### config.mk
export PLATFORM = sky130hd
export DESIGN_NAME = nmx_front
export DESIGN_NICKNAME = d
export VERILOG_FILES = /design/src/sv/nmx_pkg.sv /design/src/sv/nmx_front.sv
export SDC_FILE = /design/constraint.sdc
export NUM_CORES = 2
export LEC_CHECK = 0
export BUFFER_PORTS_ARGS = -buffer_cell sky130_fd_sc_hd__buf_4
export CORE_ASPECT_RATIO = 0.75
export CORE_UTILIZATION = 62
export DETAILED_ROUTE_END_ITERATION = 8
export PLACE_DENSITY_LB_ADDON = 0.15
export SETUP_SLACK_MARGIN = 0.3
export SLEW_MARGIN = 20
export SYNTH_ARGS = -nofsm -noshare
export SYNTH_HDL_FRONTEND = slang
export SYNTH_SLANG_ARGS = --single-unit
### constraint.sdc
create_clock -name clk_i -period 8.77 [get_ports clk_i]
set_input_delay 2.631 -clock clk_i [delete_from_list [all_inputs] [get_ports clk_i]]
set_output_delay 2.631 -clock clk_i [all_outputs]
set_load 0.005 [all_outputs]
### src/sv/nmx_pkg.sv
// Shared types, constants and sine table functions for the NCO mixer with PLL.
`default_nettype none

package nmx_pkg;

  localparam int SAMPLE_BITS    = 16;
  localparam int WORD_BITS      = 32;
  localparam int GAIN_BITS      = 18;
  localparam int CMD_BITS       = 3;
  localparam int CFG_INDEX_BITS = 4;

  localparam int TABLE_ENTRIES_DEF = 1024;
  localparam int PHASE_BITS_DEF    = 32;
  localparam int QUEUE_DEPTH_DEF   = 4;

  localparam logic [GAIN_BITS-1:0] FREQ_GAIN_RESET  = 18'd6554;
  localparam logic [GAIN_BITS-1:0] PHASE_GAIN_RESET = 18'd20724;

  localparam logic [CFG_INDEX_BITS-1:0] REG_FREQ_GAIN  = 4'd0;
  localparam logic [CFG_INDEX_BITS-1:0] REG_PHASE_GAIN = 4'd1;

  // Pi in unsigned Q2.62.
  localparam logic [63:0] PI_Q62 = 64'hC90F_DAA2_2168_C234;

  typedef enum logic [CMD_BITS-1:0] {
    CMD_MIX_UP    = 3'd0,
    CMD_MIX_DOWN  = 3'd1,
    CMD_PLL       = 3'd2,
    CMD_SET_FREQ  = 3'd3,
    CMD_ADJ_FREQ  = 3'd4,
    CMD_SET_PHASE = 3'd5,
    CMD_ADJ_PHASE = 3'd6,
    CMD_STEP      = 3'd7
  } cmd_e;

  typedef enum logic [1:0] {
    MIX_NONE,
    MIX_UP,
    MIX_DOWN
  } mix_e;

  typedef enum logic [1:0] {
    FREQ_KEEP,
    FREQ_LOAD,
    FREQ_ADD
  } freq_op_e;

  typedef enum logic [1:0] {
    PH_KEEP,
    PH_LOAD,
    PH_ADD,
    PH_STEP
  } phase_op_e;

  typedef struct packed {
    mix_e      mix;
    freq_op_e  fop;
    phase_op_e pop;
  } op_ctrl_t;

  // (a * b) >> 62, truncated to 64 bits.
  function automatic logic [63:0] mul_q62(input logic [63:0] a, input logic [63:0] b);
    logic [127:0] p;
    p = a * b;
    return p[125:62];
  endfunction

  // Restoring long division, used only while the table is built.
  function automatic logic [63:0] div_u64(input logic [63:0] a, input logic [63:0] d);
    logic [63:0] q;
    logic [63:0] r;
    q = '0;
    r = '0;
    for (int k = 63; k >= 0; k--) begin
      r = {r[62:0], a[k]};
      if (r >= d) begin
        r    = r - d;
        q[k] = 1'b1;
      end
    end
    return q;
  endfunction

  // Taylor series sine of a Q62 angle in the first quadrant.
  function automatic logic [63:0] sine_q62(input logic [63:0] x);
    logic [63:0] sum;
    logic [63:0] term;
    logic [63:0] x2;
    sum  = x;
    term = x;
    x2   = mul_q62(x, x);
    for (int n = 3; n < 64; n += 2) begin
      term = div_u64(mul_q62(term, x2), 64'((n - 1) * n));
      if (((n >> 1) & 1) == 1) begin
        sum = sum - term;
      end else begin
        sum = sum + term;
      end
    end
    return sum;
  endfunction

  // Rounded, saturated quarter-wave entry k of an n-entry table.
  function automatic logic [SAMPLE_BITS-1:0] sine_quarter(input int k, input int n);
    logic [63:0] step;
    logic [63:0] s;
    logic [63:0] v;
    logic [63:0] top;
    step = PI_Q62 >> ($clog2(n) - 1);
    s    = sine_q62(step * 64'(k));
    v    = (s + (64'd1 << (61 - (SAMPLE_BITS - 1)))) >> (62 - (SAMPLE_BITS - 1));
    top  = (64'd1 << (SAMPLE_BITS - 1)) - 64'd1;
    if (v > top) begin
      v = top;
    end
    return v[SAMPLE_BITS-1:0];
  endfunction

  // Full-wave table entry i, folded from the quarter wave.
  function automatic logic [SAMPLE_BITS-1:0] sine_entry(input int i, input int n);
    int q;
    q = n >> 2;
    if (i <= q) begin
      return sine_quarter(i, n);
    end else if (i <= 2 * q) begin
      return sine_quarter(2 * q - i, n);
    end else if (i < 3 * q) begin
      return -sine_quarter(i - 2 * q, n);
    end else begin
      return -sine_quarter(n - i, n);
    end
  endfunction

endpackage

`default_nettype wire

### src/sv/nmx_front.sv
// Front end: takes input transactions, decodes the command and forms the PLL gain deltas.
`default_nettype none

module nmx_front #(
  parameter int PHASE_BITS = nmx_pkg::PHASE_BITS_DEF
) (
  input  wire                                   clk_i,
  input  wire                                   rst_ni,
  input  wire                                   cfg_valid_i,
  input  wire [nmx_pkg::CFG_INDEX_BITS-1:0]     cfg_index_i,
  input  wire [nmx_pkg::GAIN_BITS-1:0]          cfg_data_i,
  input  wire                                   in_valid_i,
  output logic                                  in_ready_o,
  input  wire [nmx_pkg::CMD_BITS-1:0]           command_i,
  input  wire [nmx_pkg::SAMPLE_BITS-1:0]        sample_i_i,
  input  wire [nmx_pkg::SAMPLE_BITS-1:0]        sample_q_i,
  input  wire [nmx_pkg::WORD_BITS-1:0]          angle_word_i,
  input  wire [nmx_pkg::WORD_BITS-1:0]          phase_error_i,
  output logic                                  out_valid_o,
  input  wire                                   out_ready_i,
  output nmx_pkg::op_ctrl_t                     ctrl_o,
  output logic [nmx_pkg::SAMPLE_BITS-1:0]       xi_o,
  output logic [nmx_pkg::SAMPLE_BITS-1:0]       xq_o,
  output logic [PHASE_BITS-1:0]                 freq_opd_o,
  output logic [PHASE_BITS-1:0]                 phase_opd_o
);

  localparam int SW = nmx_pkg::SAMPLE_BITS;
  localparam int WB = nmx_pkg::WORD_BITS;
  localparam int GB = nmx_pkg::GAIN_BITS;
  // Product width of a signed word times an unsigned gain.
  localparam int PW = WB + GB + 1;
  // Bits of the product that survive rounding by 2^16 and wrapping to a word.
  localparam int KW = WB + 16;

  logic [GB-1:0] freq_gain_q;
  logic [GB-1:0] phase_gain_q;

  logic                  valid_q;
  nmx_pkg::op_ctrl_t     ctrl_q, ctrl_d;
  logic                  pll_q, pll_d;
  logic [SW-1:0]         xi_q;
  logic [SW-1:0]         xq_q;
  logic [PHASE_BITS-1:0] word_q;
  logic [KW-1:0]         prod_f_q;
  logic [KW-1:0]         prod_p_q;

  logic signed [PW-1:0]  prod_f;
  logic signed [PW-1:0]  prod_p;
  logic                  take;
  logic [WB-1:0]         delta_f;
  logic [WB-1:0]         delta_p;

  function automatic logic [PHASE_BITS-1:0] to_ph(input logic [WB-1:0] w);
    logic [PHASE_BITS+WB-1:0] t;
    t = {w, {PHASE_BITS{1'b0}}};
    return t[PHASE_BITS+WB-1:WB];
  endfunction

  always_ff @(posedge clk_i or negedge rst_ni) begin
    if (!rst_ni) begin
      freq_gain_q  <= nmx_pkg::FREQ_GAIN_RESET;
      phase_gain_q <= nmx_pkg::PHASE_GAIN_RESET;
    end else if (cfg_valid_i) begin
      if (cfg_index_i == nmx_pkg::REG_FREQ_GAIN) begin
        freq_gain_q <= cfg_data_i;
      end else if (cfg_index_i == nmx_pkg::REG_PHASE_GAIN) begin
        phase_gain_q <= cfg_data_i;
      end
    end
  end

  always_comb begin
    ctrl_d = '{mix: nmx_pkg::MIX_NONE, fop: nmx_pkg::FREQ_KEEP, pop: nmx_pkg::PH_STEP};
    pll_d  = 1'b0;
    unique case (nmx_pkg::cmd_e'(command_i))
      nmx_pkg::CMD_MIX_UP:    ctrl_d.mix = nmx_pkg::MIX_UP;
      nmx_pkg::CMD_MIX_DOWN:  ctrl_d.mix = nmx_pkg::MIX_DOWN;
      nmx_pkg::CMD_PLL: begin
        ctrl_d.fop = nmx_pkg::FREQ_ADD;
        ctrl_d.pop = nmx_pkg::PH_ADD;
        pll_d      = 1'b1;
      end
      nmx_pkg::CMD_SET_FREQ: begin
        ctrl_d.fop = nmx_pkg::FREQ_LOAD;
        ctrl_d.pop = nmx_pkg::PH_KEEP;
      end
      nmx_pkg::CMD_ADJ_FREQ: begin
        ctrl_d.fop = nmx_pkg::FREQ_ADD;
        ctrl_d.pop = nmx_pkg::PH_KEEP;
      end
      nmx_pkg::CMD_SET_PHASE: ctrl_d.pop = nmx_pkg::PH_LOAD;
      nmx_pkg::CMD_ADJ_PHASE: ctrl_d.pop = nmx_pkg::PH_ADD;
      nmx_pkg::CMD_STEP:      ctrl_d.pop = nmx_pkg::PH_STEP;
      default:                ctrl_d.pop = nmx_pkg::PH_STEP;
    endcase
  end

  assign prod_f     = $signed(phase_error_i) * $signed({1'b0, freq_gain_q});
  assign prod_p     = $signed(phase_error_i) * $signed({1'b0, phase_gain_q});
  assign in_ready_o = !valid_q || out_ready_i;
  assign take       = in_valid_i && in_ready_o;

  always_ff @(posedge clk_i or negedge rst_ni) begin
    if (!rst_ni) begin
      valid_q <= 1'b0;
    end else if (in_ready_o) begin
      valid_q <= in_valid_i;
    end
  end

  always_ff @(posedge clk_i) begin
    if (take) begin
      ctrl_q   <= ctrl_d;
      pll_q    <= pll_d;
      xi_q     <= sample_i_i;
      xq_q     <= sample_q_i;
      word_q   <= to_ph(angle_word_i);
      prod_f_q <= prod_f[KW-1:0];
      prod_p_q <= prod_p[KW-1:0];
    end
  end

  // Round to nearest at bit 16, ties upward, keep one word.
  assign delta_f = prod_f_q[KW-1:16] + {{(WB-1){1'b0}}, prod_f_q[15]};
  assign delta_p = prod_p_q[KW-1:16] + {{(WB-1){1'b0}}, prod_p_q[15]};

  assign out_valid_o = valid_q;
  assign ctrl_o      = ctrl_q;
  assign xi_o        = xi_q;
  assign xq_o        = xq_q;
  assign freq_opd_o  = pll_q ? to_ph(delta_f) : word_q;
  assign phase_opd_o = pll_q ? to_ph(delta_p) : word_q;

endmodule

`default_nettype wire

==> key figures <==
Outcome
  • Outcome: complete, no violations

Die
  • Site row count: 86
  • Vert. Die Dim: 240 µm
  • Die Span X: 319 µm
  • Initial Utilization: 63.2%
  • Die area: 0.0766 mm²
  • Area of the core: 0.0740 mm²
  • IO Count: 230

Synth
  • Post-synthesis mux area share: 0.888%
  • Seq/Total Area, Yosys: 10.8%
  • Synthesis-stage register bit count: 174
  • Share of the synthesized area in the top cell type: 45.9%
  • Adder-cell share of the synthesized area: 52.2%
  • Syn nets: 6423
  • Synth Area in Compound Gates: 3.95%
  • Warnings, synthesis: 0
  • Synth Area in XOR/XNOR: 2.90%
  • Main flop type after synthesis: edfxtp_1
  • Post-synth ARST share: 21.3%
  • Syn Area/Cell: 9.38 µm²
  • Netlist cell types: 88
  • Ranking of synthesized cells by area: fa_1 46%, inv_1 10%, and2_1 9.9%, edfxtp_1 8.8%, ha_1 6.3%
  • Number of synthesized flops with an enable pin: 137
  • Synth Instances: 4989
  • Synthesized area: 0.0468 mm²
  • Largest family of logic cells by synthesized area: adder cells
  • Synth area leader: fa_1
  • Simple-gate share of the synthesized area: 16.9%

Clocking
  • CTS Buf Count: 17
  • Clock Tree Buf Depth: 2
  • CTS tree: yes
  • CTS Sinks: 174
  • Clock Pin Slew Worst Setup and Hold Paths: 0.08 ns
  • CTS Hold Bufs: 0
  • Clk root buf: clkbuf_16
  • Worst-Skew Late Latency: 0.49 ns
  • H-tree Lvls: 4

Global route
  • Vias in the first global route: 36500
  • Aggregate global routing overflow: 0
  • Initial antenna violation count: 2
  • Largest net degree at the start of global routing: 97
  • First-pass GRT wire length: 203000 µm
  • Total track usage: 34.9%

Routing
  • Via count: 33800
  • Avg Vias per Cell: 5.47
  • Residual DRC: 0
  • Wire length per cell: 20.5 µm
  • Antenna Nets Post-Route: 0
  • Initial DRC Count: 2827
  • First-pass DRT Iterations: 5
  • Total wire length after detailed routing: 126000 µm

Critical path
  • R2r worst-path depth: 22
  • CP arrival: 8.53 ns
  • CP endpoint kind: register
  • Critical Path RT: 8.99 ns
  • Critical path peak fanout: 21
  • Worst r2r src: phase_gain_q[1]$_DFFE_PN0P_
  • Reg-to-reg setup timing slack: 1.65 ns
  • RR Endpoint: prod_p_q[41]$_DFFE_PP_
  • Worst Setup Path Type: in -> reg
  • Crit start category: input pin

Layout
  • Most frequent cells in the layout: 1300 x inv_1, 1072 x fa_1, 742 x and2_1, 496 x nand2_1, 415 x buf_4
  • Area Overhead vs Synth: 9.17%
  • N_diodes: 0
  • Share of cells above drive strength 1: 11.0%
  • NumNets Final: 6631
  • FILL cells: 5918
  • Most common cell after layout, fill and taps aside: inv_1

STA
  • F_max: 0.120 GHz
  • Least-Margin Pin Slew: 0.950 ns
  • Slew Limit Fails: 0
  • Max-slew headroom: 36.7%
  • Final min period: 8.31 ns
  • Final period utilization: 94.7%
  • Setup-failing EPs final: 0
  • Clk_skew: 0.0217 ns
  • Unrepaired setup endpoints after global routing: yes
  • Final-report hold violation count: 0
  • Hold Slack: 0.513 ns

Hold path
  • Min-Delay Path Class: reg -> reg
  • Hold_sp: freq_gain_q[9]$_DFFE_PN0P_
  • Hold Path Depth: 1
  • Hold path endpoint: freq_gain_q[9]$_DFFE_PN0P_

Placed design
  • Placer Congestion: 0.936
  • Port Buffer Count: 229
  • Hpwl dp: 102000 µm

Flow run
  • MaxCap Viol Count: 0
[area by class of cell]
class	count	area, µm²	share of cell area [%]
inverter	1300	4880	9.55
clock buffer	17	425	0.833
multi-input combinational	3280	36100	70.6
tap	968	1210	2.37
sequential	174	5070	9.92
clock inverter	14	159	0.311
timing repair buffer	424	3280	6.42
[worst max-delay path: stages]
cell and delay [ns]:
buf_4 0.30, buf_4 0.23, nand2_1 0.07, fa_1 0.53, inv_1 0.06, fa_1 0.48, fa_1 0.59, fa_1 0.44
fa_1 0.49, inv_1 0.05, fa_1 0.53, inv_1 0.06, ha_1 0.32, nand3_2 0.13, nor3_1 0.26, nor3_1 0.11
o32ai_1 0.65, o311a_1 0.28, o21ai_1 0.08, a21oi_1 0.16, xnor2_1 0.08
[cells in the mapped netlist, drive strengths merged (7+ instances only)]
cell    number
nand3       34
fa        1072
o21bai       8
inv       1300
nand2b       9
mux2        36
and2       744
dfrtp       23
buf          7
and3        19
o21ai       51
nor3        27
dfstp       14
nand4       27
xor2        50
nand2      497
xnor2      105
o21a         8
nor2        87
nor2b       11
a31oi       11
a21oi      141
a211oi      10
a21o        22
edfxtp     137
ha         236
clkbuf     227
[registers in the layout, summed over array words and instances (netlist names), 6 cells and up]
signal / flops
word_q: 32
phase_gain_q: 18
ctrl_o: 6
prod_p_q: 33
xq_o: 16
prod_f_q: 33
xi_o: 16
freq_gain_q: 18
[cell families (layout without fill, tap and decap cells)]
group | count (synthesis) | after routing
mux | 37 | 37
compound gates | 299 | 299
fa+ha+maj | 1308 | 1308
flops | 174 | 174
simple gates | 1481 | 1481
buf+inv | 1535 | 1755
xor+xnor | 155 | 155
[what timing repair did]
item / in CTS / in global routing
gates resized for setup: 0 / 25
setup buffers: 0 / 2
endpoints found under the setup margin: 0 / 30
[through the flow]
stage / cells / setup slack [ns] / utilization, % / instance area, µm² / setup TNS [ns]
5_1_grt: 6177 / 0.283 / 69.0 / 51100 / 0
2_1_floorplan: 4989 / 0.348 / - / 46800 / 0
4_1_cts: 6175 / 0.303 / 68.8 / 50900 / 0
3_5_place_dp: 6144 / -0.213 / 68.0 / 50400 / -1.23
3_3_place_gp: 6144 / -0.159 / 68.0 / 50300 / -0.734
6_report: 6177 / 0.461 / 69.0 / 51100 / 0
[worst max path at each step]
stage,start,to,slack [ns],depth (start not counted)
final,phase_error_i[20],prod_p_q[47]$_DFFE_PP_,0.46,21
after global routing,phase_error_i[15],prod_p_q[41]$_DFFE_PP_,0.28,22
after CTS,phase_error_i[9],prod_p_q[47]$_DFFE_PP_,0.30,22
after detailed placement,phase_error_i[9],prod_p_q[47]$_DFFE_PP_,-0.21,22
after global placement,phase_error_i[9],prod_p_q[47]$_DFFE_PP_,-0.16,22
after floorplan,phase_error_i[31],prod_f_q[43]$_DFFE_PP_,0.35,24
[layer usage]
layer	global-route usage [%]	share of wire [%]	vias to the layer above
met2	54.0	45	1517
met5	0	0	-
met4	10.6	3.3	0
met1	49.5	42	17200
li1	-	-	14900
met3	7.99	9.9	211
Power is left out: the tool's default activity adds up to more than one toggle a clock period on the data nets, which glitch-free logic cannot reach.
