--- config.mk ---
export PLATFORM = sky130hd
export DESIGN_NAME = nmx_queue
export DESIGN_NICKNAME = d
export VERILOG_FILES = /design/src/sv/nmx_pkg.sv /design/src/sv/nmx_queue.sv
export SDC_FILE = /design/constraint.sdc
export NUM_CORES = 1
export LEC_CHECK = 0
export BUFFER_PORTS_ARGS = -buffer_cell sky130_fd_sc_hd__buf_2
export CORE_UTILIZATION = 58
export CTS_BUF_LIST = sky130_fd_sc_hd__clkbuf_4
export DETAILED_ROUTE_END_ITERATION = 7
export PLACE_DENSITY_LB_ADDON = 0.08
export SKIP_CTS_REPAIR_TIMING = 1
export SYNTH_ARGS = -nofsm -noshare
export SYNTH_HDL_FRONTEND = slang
export SYNTH_SLANG_ARGS = --single-unit
--- constraint.sdc ---
create_clock -name clk_i -period 2.4 [get_ports clk_i]
set_input_delay 0.48 -clock clk_i [delete_from_list [all_inputs] [get_ports clk_i]]
set_output_delay 0.48 -clock clk_i [all_outputs]
set_load 0.05 [all_outputs]
--- src/sv/nmx_pkg.sv ---
// Shared types, constants and sine table functions for the NCO mixer with PLL.
`default_nettype none

package nmx_pkg;

  localparam int SAMPLE_BITS    = 16;
  localparam int WORD_BITS      = 32;
  localparam int GAIN_BITS      = 18;
  localparam int CMD_BITS       = 3;
  localparam int CFG_INDEX_BITS = 4;

  localparam int TABLE_ENTRIES_DEF = 1024;
  localparam int PHASE_BITS_DEF    = 32;
  localparam int QUEUE_DEPTH_DEF   = 4;

  localparam logic [GAIN_BITS-1:0] FREQ_GAIN_RESET  = 18'd6554;
  localparam logic [GAIN_BITS-1:0] PHASE_GAIN_RESET = 18'd20724;

  localparam logic [CFG_INDEX_BITS-1:0] REG_FREQ_GAIN  = 4'd0;
  localparam logic [CFG_INDEX_BITS-1:0] REG_PHASE_GAIN = 4'd1;

  // Pi in unsigned Q2.62.
  localparam logic [63:0] PI_Q62 = 64'hC90F_DAA2_2168_C234;

  typedef enum logic [CMD_BITS-1:0] {
    CMD_MIX_UP    = 3'd0,
    CMD_MIX_DOWN  = 3'd1,
    CMD_PLL       = 3'd2,
    CMD_SET_FREQ  = 3'd3,
    CMD_ADJ_FREQ  = 3'd4,
    CMD_SET_PHASE = 3'd5,
    CMD_ADJ_PHASE = 3'd6,
    CMD_STEP      = 3'd7
  } cmd_e;

  typedef enum logic [1:0] {
    MIX_NONE,
    MIX_UP,
    MIX_DOWN
  } mix_e;

  typedef enum logic [1:0] {
    FREQ_KEEP,
    FREQ_LOAD,
    FREQ_ADD
  } freq_op_e;

  typedef enum logic [1:0] {
    PH_KEEP,
    PH_LOAD,
    PH_ADD,
    PH_STEP
  } phase_op_e;

  typedef struct packed {
    mix_e      mix;
    freq_op_e  fop;
    phase_op_e pop;
  } op_ctrl_t;

  // (a * b) >> 62, truncated to 64 bits.
  function automatic logic [63:0] mul_q62(input logic [63:0] a, input logic [63:0] b);
    logic [127:0] p;
    p = a * b;
    return p[125:62];
  endfunction

  // Restoring long division, used only while the table is built.
  function automatic logic [63:0] div_u64(input logic [63:0] a, input logic [63:0] d);
    logic [63:0] q;
    logic [63:0] r;
    q = '0;
    r = '0;
    for (int k = 63; k >= 0; k--) begin
      r = {r[62:0], a[k]};
      if (r >= d) begin
        r    = r - d;
        q[k] = 1'b1;
      end
    end
    return q;
  endfunction

  // Taylor series sine of a Q62 angle in the first quadrant.
  function automatic logic [63:0] sine_q62(input logic [63:0] x);
    logic [63:0] sum;
    logic [63:0] term;
    logic [63:0] x2;
    sum  = x;
    term = x;
    x2   = mul_q62(x, x);
    for (int n = 3; n < 64; n += 2) begin
      term = div_u64(mul_q62(term, x2), 64'((n - 1) * n));
      if (((n >> 1) & 1) == 1) begin
        sum = sum - term;
      end else begin
        sum = sum + term;
      end
    end
    return sum;
  endfunction

  // Rounded, saturated quarter-wave entry k of an n-entry table.
  function automatic logic [SAMPLE_BITS-1:0] sine_quarter(input int k, input int n);
    logic [63:0] step;
    logic [63:0] s;
    logic [63:0] v;
    logic [63:0] top;
    step = PI_Q62 >> ($clog2(n) - 1);
    s    = sine_q62(step * 64'(k));
    v    = (s + (64'd1 << (61 - (SAMPLE_BITS - 1)))) >> (62 - (SAMPLE_BITS - 1));
    top  = (64'd1 << (SAMPLE_BITS - 1)) - 64'd1;
    if (v > top) begin
      v = top;
    end
    return v[SAMPLE_BITS-1:0];
  endfunction

  // Full-wave table entry i, folded from the quarter wave.
  function automatic logic [SAMPLE_BITS-1:0] sine_entry(input int i, input int n);
    int q;
    q = n >> 2;
    if (i <= q) begin
      return sine_quarter(i, n);
    end else if (i <= 2 * q) begin
      return sine_quarter(2 * q - i, n);
    end else if (i < 3 * q) begin
      return -sine_quarter(i - 2 * q, n);
    end else begin
      return -sine_quarter(n - i, n);
    end
  endfunction

endpackage

`default_nettype wire

--- src/sv/nmx_queue.sv ---
// Small register queue between the front end and the back end.
`default_nettype none

module nmx_queue #(
  parameter int WIDTH = 8,
  parameter int DEPTH = nmx_pkg::QUEUE_DEPTH_DEF
) (
  input  wire              clk_i,
  input  wire              rst_ni,
  input  wire              in_valid_i,
  output logic             in_ready_o,
  input  wire [WIDTH-1:0]  in_data_i,
  output logic             out_valid_o,
  input  wire              out_ready_i,
  output logic [WIDTH-1:0] out_data_o
);

  localparam int AW = (DEPTH > 1) ? $clog2(DEPTH) : 1;

  logic [WIDTH-1:0] mem_q [DEPTH];
  logic [AW-1:0]    wr_ptr_q;
  logic [AW-1:0]    rd_ptr_q;
  logic [AW:0]      count_q;
  logic             push;
  logic             pop;

  assign in_ready_o  = count_q != (AW + 1)'(DEPTH);
  assign out_valid_o = count_q != '0;
  assign push        = in_valid_i && in_ready_o;
  assign pop         = out_valid_o && out_ready_i;
  assign out_data_o  = mem_q[rd_ptr_q];

  always_ff @(posedge clk_i) begin
    if (push) begin
      mem_q[wr_ptr_q] <= in_data_i;
    end
  end

  always_ff @(posedge clk_i or negedge rst_ni) begin
    if (!rst_ni) begin
      wr_ptr_q <= '0;
      rd_ptr_q <= '0;
      count_q  <= '0;
    end else begin
      if (push) begin
        wr_ptr_q <= (wr_ptr_q == AW'(DEPTH - 1)) ? '0 : wr_ptr_q + 1'b1;
      end
      if (pop) begin
        rd_ptr_q <= (rd_ptr_q == AW'(DEPTH - 1)) ? '0 : rd_ptr_q + 1'b1;
      end
      if (push && !pop) begin
        count_q <= count_q + 1'b1;
      end else if (pop && !push) begin
        count_q <= count_q - 1'b1;
      end
    end
  end

  a_count_bound: assert property (@(posedge clk_i) disable iff (!rst_ni)
    count_q <= (AW + 1)'(DEPTH))
    else $error("queue fill count exceeds its depth");

  a_count_up: assert property (@(posedge clk_i) disable iff (!rst_ni)
    (push && !pop) |=> count_q == $past(count_q) + 1'b1)
    else $error("queue fill count missed a push");

endmodule

`default_nettype wire

==> results of run 1 <==
worst register-to-register path: cells and delay by family, from the launching register on:
family	cells	cell delay, ps
AND/OR/NAND/NOR	3	750
adder cells (fa/ha/maj)	2	580
flip-flops	1	450
XOR/XNOR	2	300
buffers and inverters	1	70
state kept, by name (all words and copies together) (netlist names):
signal	cells
rd_ptr_q	2
wr_ptr_q	2
mem_q	32
count_q	3
cells in the mapped netlist:
| cell type | number | area (sq um) |
|---|---|---|
| and2_4 | 1 | 8.76 |
| and3_2 | 4 | 30.0 |
| buf_1 | 1 | 3.75 |
| buf_2 | 1 | 5.00 |
| dfrtp_1 | 7 | 175 |
| edfxtp_1 | 32 | 961 |
| fa_1 | 1 | 20.0 |
| ha_1 | 6 | 75.1 |
| inv_1 | 3 | 11.3 |
| mux2_2 | 3 | 33.8 |
| mux2_4 | 2 | 30.0 |
| mux4_2 | 8 | 180 |
| nand2_1 | 1 | 3.75 |
| nor2_1 | 3 | 11.3 |
| or3_2 | 1 | 7.51 |
| or3b_4 | 1 | 11.3 |
| xnor2_1 | 1 | 8.76 |
| xor2_1 | 2 | 17.5 |
worst min path at each step:
stage	start	to	slack, ps	depth (start not counted)
6_report	in_data_i[6]	mem_q[2][6]$_DFFE_PP_	350	1
5_1_grt	in_data_i[6]	mem_q[2][6]$_DFFE_PP_	330	1
4_1_cts	rst_ni	count_q[1]$_DFFE_PN0P_	-50	1
3_5_place_dp	rst_ni	count_q[1]$_DFFE_PN0P_	320	1
3_3_place_gp	rst_ni	count_q[1]$_DFFE_PN0P_	320	1
2_1_floorplan	rst_ni	count_q[0]$_DFFE_PN0P_	180	0
final cells by class:
cell class	count	area, sq um
tap	30	37.5
timing repair buffer	22	115
clock buffer	5	37.5
fill	161	729
multi-input combinational	34	438
clock inverter	3	38.8
sequential	39	1140
inverter	3	11.3
where the power goes:
part           switching, mW  total, mW  leakage (nW)  internal [mW]
clock network          0.198      0.412        0.0426          0.214
logic                  0.623       1.02         0.281          0.397
registers              0.160       1.08         0.374          0.917
total                  0.981       2.51         0.698           1.53
routing by layer:
| metal | GRT usage (%) | wire (microns) | vias up |
|---|---|---|---|
| met5 | 0 | 0 | - |
| met4 | 9.83 | 53 | 0 |
| met3 | 8.89 | 123 | 7 |
| met2 | 32.9 | 1310 | 21 |
| met1 | 22.5 | 981 | 399 |
| li1 | - | - | 358 |
logic make-up after synthesis:
group	Yosys count	synth area share (%)
multiplexers	13	15.3
XOR/XNOR	3	1.65
adder cells (fa/ha/maj)	7	5.97
AND/OR/NAND/NOR	11	4.55
buffers and inverters	5	1.26
flip-flops	39	71.3
metrics by stage:
| stage | std cells | power [mW] | utilization [%] | hold WS, ps |
|---|---|---|---|---|
| 2_1_floorplan | 78 | 1.89 | - | 184 |
| 3_5_place_dp | 127 | 2.12 | 67.9 | 325 |
| 3_3_place_gp | 127 | 2.08 | 67.9 | 321 |
| 5_1_grt | 136 | 2.64 | 71.3 | 329 |
| 6_report | 136 | 2.51 | 71.3 | 350 |
| 4_1_cts | 135 | 2.53 | 70.9 | -47.5 |
==> metrics.json, run 1 <==
{
  "finalCritPeriodShare_pct": 92.5,
  "place_congestion": 0.679,
  "clock-sinks": 39,
  "clockRootBuffer": "clkbuf_4",
  "maximum_number_of_pins_on_one_net_before_global_route_repair": 13,
  "final_layout_size_suffix_gt1_share_pct": 46.2,
  "fin_worst_skew_ps": 1.96,
  "setup-tns-final_ps": 0,
  "tritoncts": "built",
  "timing.reg2reg.worst_path_depth": 8,
  "dp_worst_setup_slack_ps": 192,
  "final_common_cell": "edfxtp_1",
  "cp_data_arrival_time_ps": 2490,
  "setup.worst_path.end": "count_q[2]$_DFFE_PN0P_",
  "cells_after_synthesis": 78,
  "r2r-start": "count_q[0]$_DFFE_PN0P_",
  "antenna_cells_inserted": 0,
  "max-vdd-ir-drop_uv": 966,
  "clockBufferDepth": 2,
  "grt-ovfl-total": 0,
  "worst_setup_path_startpoint": "count_q[0]$_DFFE_PN0P_",
  "gr-usage-all-layers_pct": 20.2,
  "period_minus_slack_ps": 2220,
  "initial_utilization_pct": 62.6,
  "die_area_sq_mm": 0.00296,
  "syn2layout_area_growth_pct": 13.9,
  "timing.max_cap.violations": 0,
  "timing.critical_path.to_type": "flop",
  "criticalPathCategory": "flop to flop",
  "worstSetupStartpointType": "flop",
  "antenna_violations_before_repair": 0,
  "rsz0062_at_grt": "no",
  "fin_ws_ps": 179,
  "top_cell_by_count_worst_path": "xor2_1",
  "worst_setup_hold_path_clk_slew_ps": 110,
  "crit_path_max_cell_delay_ps": 490,
  "synth_nets": 97,
  "hold_viol": 0,
  "leakagePower_nw": 0.698,
  "slew_violations": 0,
  "worst-r2r-setup-slack_ps": 180,
  "grt_pass1_wl_mm": 3.68,
  "yosysWarnings": 0,
  "timing.slew.headroom_pct": 70.1,
  "cp_cell_sequence": "or3_2 -> nand2_1 -> ha_1 -> inv_1 -> fa_1 -> xor2_1 -> nor2_1 -> xor2_1",
  "wl_mm": 2.47,
  "setup_viol_count_final": 0,
  "syn-mean-instance-area_sq_um": 20.4,
  "final_net_count": 124,
  "chipHeight_microns": 54.4,
  "std_cell_rows": 18,
  "synth.ff_latch_count": 39,
  "detailed_place.area_sq_mm": 0.00173,
  "layout.cells.most_common_list": "32 x edfxtp_1, 21 x buf_2, 8 x mux4_2",
  "outcome": "finished clean",
  "clock_insertion_delay_worst_skew_ps": 330,
  "htree_num_levels": 2,
  "cp_num_cells": 8,
  "postLayoutCellArea_sq_mm": 0.00182,
  "antenna_left": 0,
  "synth_cell_types": 18,
  "fmaxAchievable_ghz": 0.450,
  "path_delay_family": "simple AND/OR/NAND/NOR gates",
  "buffer_ports.inserted": 21,
  "via_count": 785,
  "crit_fanout": 4,
  "dpl_wire_length_mm": 1.75,
  "tightestPinTransition_ps": 448,
  "critical-path-slowest-cell": "or3_2",
  "io_pins": 22,
  "powerDensity_mw_per_mm2": 1380,
  "critical_path_buf_inv_count": 1,
  "worstReg2RegEnd": "count_q[2]$_DFFE_PN0P_",
  "die_width_microns": 54.4,
  "synth.cell_area_sq_mm": 0.00159,
  "timing.critical_path.required_ps": 2670,
  "min-delay-path-class": "input port to flop",
  "synth-seq-area-share_pct": 71.3,
  "routed_via_density": 5.77,
  "detail_route.wl_per_cell_microns": 18.1,
  "residual_drc_count": 0,
  "core_area_sq_mm": 0.00254,
  "cts_inserted_buffers": 5,
  "first_global_vias": 791,
  "initialDrtViolationCount": 16,
  "firstDrtPassIters": 4
}
Note: power is estimated with default switching activity, not from simulation.
==> run 2: changes to the inputs <==
--- a/config.mk
+++ b/config.mk
@@ -10,6 +10,7 @@
 export CTS_BUF_LIST = sky130_fd_sc_hd__clkbuf_4
 export DETAILED_ROUTE_END_ITERATION = 7
 export PLACE_DENSITY_LB_ADDON = 0.08
+export SETUP_SLACK_MARGIN = 0.3
 export SKIP_CTS_REPAIR_TIMING = 1
 export SYNTH_ARGS = -nofsm -noshare
 export SYNTH_HDL_FRONTEND = slang
==> metrics.json, run 2 (same netlist as run 1, synthesis figures left out) <==
{
  "powerDensity_mw_per_mm2": 1390,
  "initial_utilization_pct": 62.6,
  "min-delay-start": "in_data_i[2]",
  "initialDrtViolationCount": 8,
  "timing.max_cap.violations": 0,
  "timing.critical_path.required_ps": 1920,
  "core_area_sq_mm": 0.00254,
  "wl_mm": 2.51,
  "numPlacedInstances": 127,
  "cp_cell_sequence": "buf_8 -> mux4_2 -> buf_6",
  "period_minus_slack_ps": 2080,
  "setup-tns-final_ps": 0,
  "fmaxAchievable_ghz": 0.481,
  "std_cell_rows": 18,
  "clockRootBuffer": "clkbuf_4",
  "timing.reg2reg.worst_path_depth": 6,
  "fin_worst_skew_ps": 3.47,
  "hold_viol": 0,
  "leakagePower_nw": 0.747,
  "outcome": "finished clean",
  "chipHeight_microns": 54.4,
  "residual_drc_count": 0,
  "r2r-start": "count_q[0]$_DFFE_PN0P_",
  "rsz0062_at_grt": "yes",
  "gr-usage-all-layers_pct": 20.3,
  "setup_viol_count_final": 0,
  "detailed_place.area_sq_mm": 0.00174,
  "crit_path_max_cell_delay_ps": 510,
  "crit_fanout": 5,
  "max-vdd-ir-drop_uv": 1050,
  "detail_route.wl_per_cell_microns": 17.5,
  "worstSetupStartpointType": "flop",
  "worstHoldPathCells": 1,
  "place_congestion": 0.624,
  "maximum_number_of_pins_on_one_net_before_global_route_repair": 12,
  "worst-r2r-setup-slack_ps": 360,
  "layout.cells.most_common_list": "32 x edfxtp_1, 13 x buf_2, 8 x mux4_2, 8 x buf_6, 7 x clkbuf_4",
  "critical_path_buf_inv_count": 2,
  "instances_no_fill": 143,
  "buffer_ports.inserted": 21,
  "antenna_left": 0,
  "num-fill-cells": 147,
  "tritoncts": "built",
  "firstDrtPassIters": 4,
  "dpl_wire_length_mm": 1.70,
  "min-delay-path-class": "input port to flop",
  "cp_data_arrival_time_ps": 1600,
  "final_net_count": 131,
  "timing.critical_path.to_type": "primary output",
  "clock-sinks": 39,
  "antenna_cells_inserted": 0,
  "final_common_cell": "edfxtp_1",
  "worstHoldEndpoint": "mem_q[0][2]$_DFFE_PP_",
  "critical-path-slowest-cell": "mux4_2",
  "postLayoutCellArea_sq_mm": 0.00194,
  "path_delay_family": "multiplexers",
  "clockBufferDepth": 2,
  "slew_violations": 0,
  "die_width_microns": 54.4,
  "first_global_vias": 758,
  "clock_insertion_delay_worst_skew_ps": 340,
  "final_layout_size_suffix_gt1_share_pct": 53.1,
  "tightestPinTransition_ps": 438,
  "largest-register": "mem_q",
  "worstReg2RegEnd": "count_q[1]$_DFFE_PN0P_",
  "via_count": 779,
  "criticalPathCategory": "flop to primary output",
  "worst_setup_hold_path_clk_slew_ps": 100,
  "syn2layout_area_growth_pct": 21.5,
  "io_pins": 22,
  "grt-ovfl-total": 0,
  "htree_num_levels": 2,
  "layout_top_registers": "mem_q x32, count_q x3",
  "largest_reg_flops": 32,
  "cts_inserted_buffers": 5,
  "finalCritPeriodShare_pct": 86.7,
  "grt_pass1_wl_mm": 3.80,
  "routed_via_density": 5.45,
  "die_area_sq_mm": 0.00296,
  "fin_util_pct": 76.1,
  "antenna_violations_before_repair": 0,
  "timing.slew.headroom_pct": 70.8
}
[run 2: power breakdown]
part	switching [mW]	internal (mW)	total [mW]
combinational	0.704	0.608	1.31
clock	0.196	0.137	0.333
sequential	0.119	0.924	1.04
[run 2: stage by stage]
stage          power, mW  worst slack, ps  hold WS (ps)
4_1_cts             2.45            0.445         -53.0
6_report            2.69              320           348
2_1_floorplan       1.91              321           184
3_3_place_gp        2.10              377           326
3_5_place_dp        2.12              331           328
5_1_grt             2.84              257           343
[run 2: metal layers]
layer / global-route usage (%) / wire (microns) / up-vias
met4: 8.97 / 42 / 0
met1: 26.0 / 1040 / 386
met2: 30.9 / 1320 / 21
met5: 0 / 0 / -
met3: 7.50 / 102 / 4
li1: - / - / 368
[run 2: layout make-up]
cell class	count	area, sq um	share of cell area [%]
Sequential cell	39	1140	58.9
Multi-Input combinational cell	34	457	23.6
Timing Repair Buffer	29	233	12.0
Clock buffer	7	52.6	2.71
Tap cell	30	37.5	1.94
Inverter	3	11.3	0.581
Clock inverter	1	5.00	0.258
[run 2: worst max-delay path by stage]
| stage | cells after the start | startpoint | end | slack [ps] |
|---|---|---|---|---|
| 4_1_cts | 2 | rd_ptr_q[0]$_DFFE_PN0P_ | out_data_o[5] | 0.4 |
| 6_report | 3 | rd_ptr_q[0]$_DFFE_PN0P_ | out_data_o[5] | 320 |
| 3_5_place_dp | 6 | count_q[0]$_DFFE_PN0P_ | count_q[1]$_DFFE_PN0P_ | 330 |
| 3_3_place_gp | 6 | count_q[1]$_DFFE_PN0P_ | count_q[1]$_DFFE_PN0P_ | 380 |
| 2_1_floorplan | 6 | count_q[1]$_DFFE_PN0P_ | count_q[1]$_DFFE_PN0P_ | 320 |
| 5_1_grt | 3 | rd_ptr_q[0]$_DFFE_PN0P_ | out_data_o[1] | 260 |
[run 2: worst reg2reg max path: stages (launching register included)]
cell     delay, ps
dfrtp_2        440
or3b_4         420
and2_4         160
ha_4           160
inv_1           70
fa_1           420
mux2_2         270
==> run 3: changes to the inputs <==
--- a/config.mk
+++ b/config.mk
@@ -5,8 +5,10 @@
 export SDC_FILE = /design/constraint.sdc
 export NUM_CORES = 1
 export LEC_CHECK = 0
+export ABC_AREA = 1
+export ABC_CLOCK_PERIOD_IN_PS = 2400
 export BUFFER_PORTS_ARGS = -buffer_cell sky130_fd_sc_hd__buf_2
-export CORE_UTILIZATION = 58
+export CORE_UTILIZATION = 59
 export CTS_BUF_LIST = sky130_fd_sc_hd__clkbuf_4
 export DETAILED_ROUTE_END_ITERATION = 7
 export PLACE_DENSITY_LB_ADDON = 0.08
==> metrics.json, run 3 <==
{
  "clock_insertion_delay_worst_skew_ps": 340,
  "synth_ff_type": "edfxtp_1",
  "worstSetupStartpointType": "flop",
  "final_layout_size_suffix_gt1_share_pct": 21.9,
  "clockRootBuffer": "clkbuf_4",
  "yosysWarnings": 0,
  "timing.critical_path.to_type": "primary output",
  "antenna_left": 0,
  "detail_route.wl_per_cell_microns": 13.1,
  "clock-sinks": 39,
  "synth.ff_latch_count": 39,
  "std_cell_rows": 19,
  "dpl_wire_length_mm": 1.97,
  "routed_via_density": 5.34,
  "core_area_sq_mm": 0.00278,
  "initialDrtViolationCount": 42,
  "ys_top_cells_by_area": "edfxtp_1 55%, dfrtp_1 10%, nand2_1 7.9%, o211ai_1 6.8%, inv_1 6.2%",
  "setup-tns-final_ps": 0,
  "maximum_number_of_pins_on_one_net_before_global_route_repair": 36,
  "synth_top_cell_area_share_pct": 54.8,
  "clockBufferDepth": 2,
  "synth_most_common_cell": "nand2_1",
  "cp_data_arrival_time_ps": 1530,
  "yosys-top-cells-count": "37 x nand2_1, 32 x edfxtp_1, 29 x inv_1",
  "synth.cell_area_sq_mm": 0.00175,
  "timing.max_cap.violations": 0,
  "largest-register": "mem_q",
  "slew_violations": 0,
  "grt-ovfl-total": 0,
  "io_pins": 22,
  "synth_nets": 171,
  "fin_util_pct": 71.3,
  "wl_mm": 2.81,
  "crit_fanout": 8,
  "synth_cell_types": 16,
  "antenna_violations_before_repair": 0,
  "place_congestion": 0.770,
  "syn2layout_area_growth_pct": 13.1,
  "criticalPathCategory": "flop to primary output",
  "worst-r2r-setup-slack_ps": 600,
  "grt_util_met2_pct": 34.3,
  "grt.met1_usage_pct": 22.2,
  "synth-seq-area-share_pct": 64.8,
  "gr-usage-all-layers_pct": 20.4,
  "finalCritPeriodShare_pct": 83.9,
  "final_net_count": 201,
  "die_area_sq_mm": 0.00320,
  "cells_after_synthesis": 152,
  "die_width_microns": 56.5,
  "htree_num_levels": 2,
  "post-layout-total-power_mw": 2.69,
  "grt.busiest_layer": "met2",
  "yosys.area.top_type": "edfxtp_1",
  "powerDensity_mw_per_mm2": 1360,
  "synth-edff-count": 32,
  "async_reset_ff_share_pct": 17.9,
  "tightestPinTransition_ps": 338,
  "timing.slew.headroom_pct": 77.5,
  "rsz0062_at_grt": "no",
  "tritoncts": "built",
  "final_common_cell": "nand2_1",
  "worst_setup_hold_path_clk_slew_ps": 120,
  "firstDrtPassIters": 6,
  "timing.critical_path.required_ps": 1920,
  "antenna_cells_inserted": 0,
  "largest_reg_flops": 32,
  "leakagePower_nw": 0.888,
  "grt_pass1_wl_mm": 4.66,
  "chipHeight_microns": 56.5,
  "period_minus_slack_ps": 2010,
  "hold_viol": 0,
  "cts_inserted_buffers": 5,
  "met3_track_demand_over_resource_in_global_routing_pct": 6.91,
  "min-delay-path-class": "input port to flop",
  "num-fill-cells": 208,
  "fin_worst_skew_ps": 12.2,
  "layout_top_registers": "mem_q x32, count_q x3",
  "max-vdd-ir-drop_uv": 1140,
  "outcome": "finished clean",
  "residual_drc_count": 0,
  "buffer_ports.inserted": 21,
  "via_count": 1142,
  "setup_viol_count_final": 0,
  "initial_utilization_pct": 63.1,
  "fmaxAchievable_ghz": 0.497,
  "syn-mean-instance-area_sq_um": 11.5,
  "first_global_vias": 1079,
  "layout.cells.most_common_list": "37 x nand2_1, 32 x edfxtp_1, 29 x inv_1"
}
==> run 3: final timing paths <==
path,from,end,cells after the start
max,rd_ptr_q[1]$_DFFE_PN0P_,out_data_o[4],4
min,in_data_i[7],mem_q[0][7]$_DFFE_PP_,1
max reg2reg,count_q[1]$_DFFE_PN0P_,count_q[1]$_DFFE_PN0P_,9
min reg2reg,rd_ptr_q[1]$_DFFE_PN0P_,rd_ptr_q[1]$_DFFE_PN0P_,2
max in group asynchronous,rst_ni,count_q[1]$_DFFE_PN0P_,2
min in group asynchronous,rst_ni,rd_ptr_q[0]$_DFFE_PN0P_,2
==> run 3: routing by layer <==
layer,wire length [microns],vias to the layer above,share of wire [%]
li1,-,564,-
met1,1130,541,40
met2,1480,30,53
met3,131,7,4.7
met4,69,0,2.5
met5,0,-,0
==> run 3: worst max-delay path, stage by stage, from the launching register on <==
cell	delay [ps]
dfrtp_1	440
inv_1	260
o211ai_1	160
nand2_1	80
buf_2	260
==> run 3: cell type report <==
class | count | area (sq um) | area share, %
Clock buffer | 5 | 37.5 | 1.89
Clock inverter | 3 | 43.8 | 2.21
Inverter | 30 | 113 | 5.68
Multi-Input combinational cell | 78 | 454 | 22.9
Sequential cell | 39 | 1140 | 57.3
Tap cell | 31 | 38.8 | 1.96
Timing Repair Buffer | 28 | 160 | 8.08
==> run 3: through the flow <==
stage	instance area [sq um]	cells	worst slack, ps	hold slack (ps)
floorplan	1760	152	424	184
global placement	1890	205	666	317
detailed placement	1890	205	611	323
CTS	1970	213	360	-61.0
global route	1980	214	304	329
finish	1980	214	386	341
==> run 3: power by group <==
group	internal (mW)	switching, mW	leakage [nW]
clock	0.219	0.212	0.0452
combinational	0.355	0.919	0.465
sequential	0.908	0.0815	0.378
==> run 3: cell families (layout without fill, tap and decap cells) <==
family | after synthesis | count (layout) | share of synthesized area, %
AO/OA/AOI/OAI | 17 | 17 | 7.13
buffers and inverters | 35 | 66 | 9.63
adder cells (fa/ha/maj) | 7 | 7 | 5.42
flip-flops | 39 | 39 | 64.8
AND/OR/NAND/NOR | 53 | 53 | 12.6
XOR/XNOR | 1 | 1 | 0.499
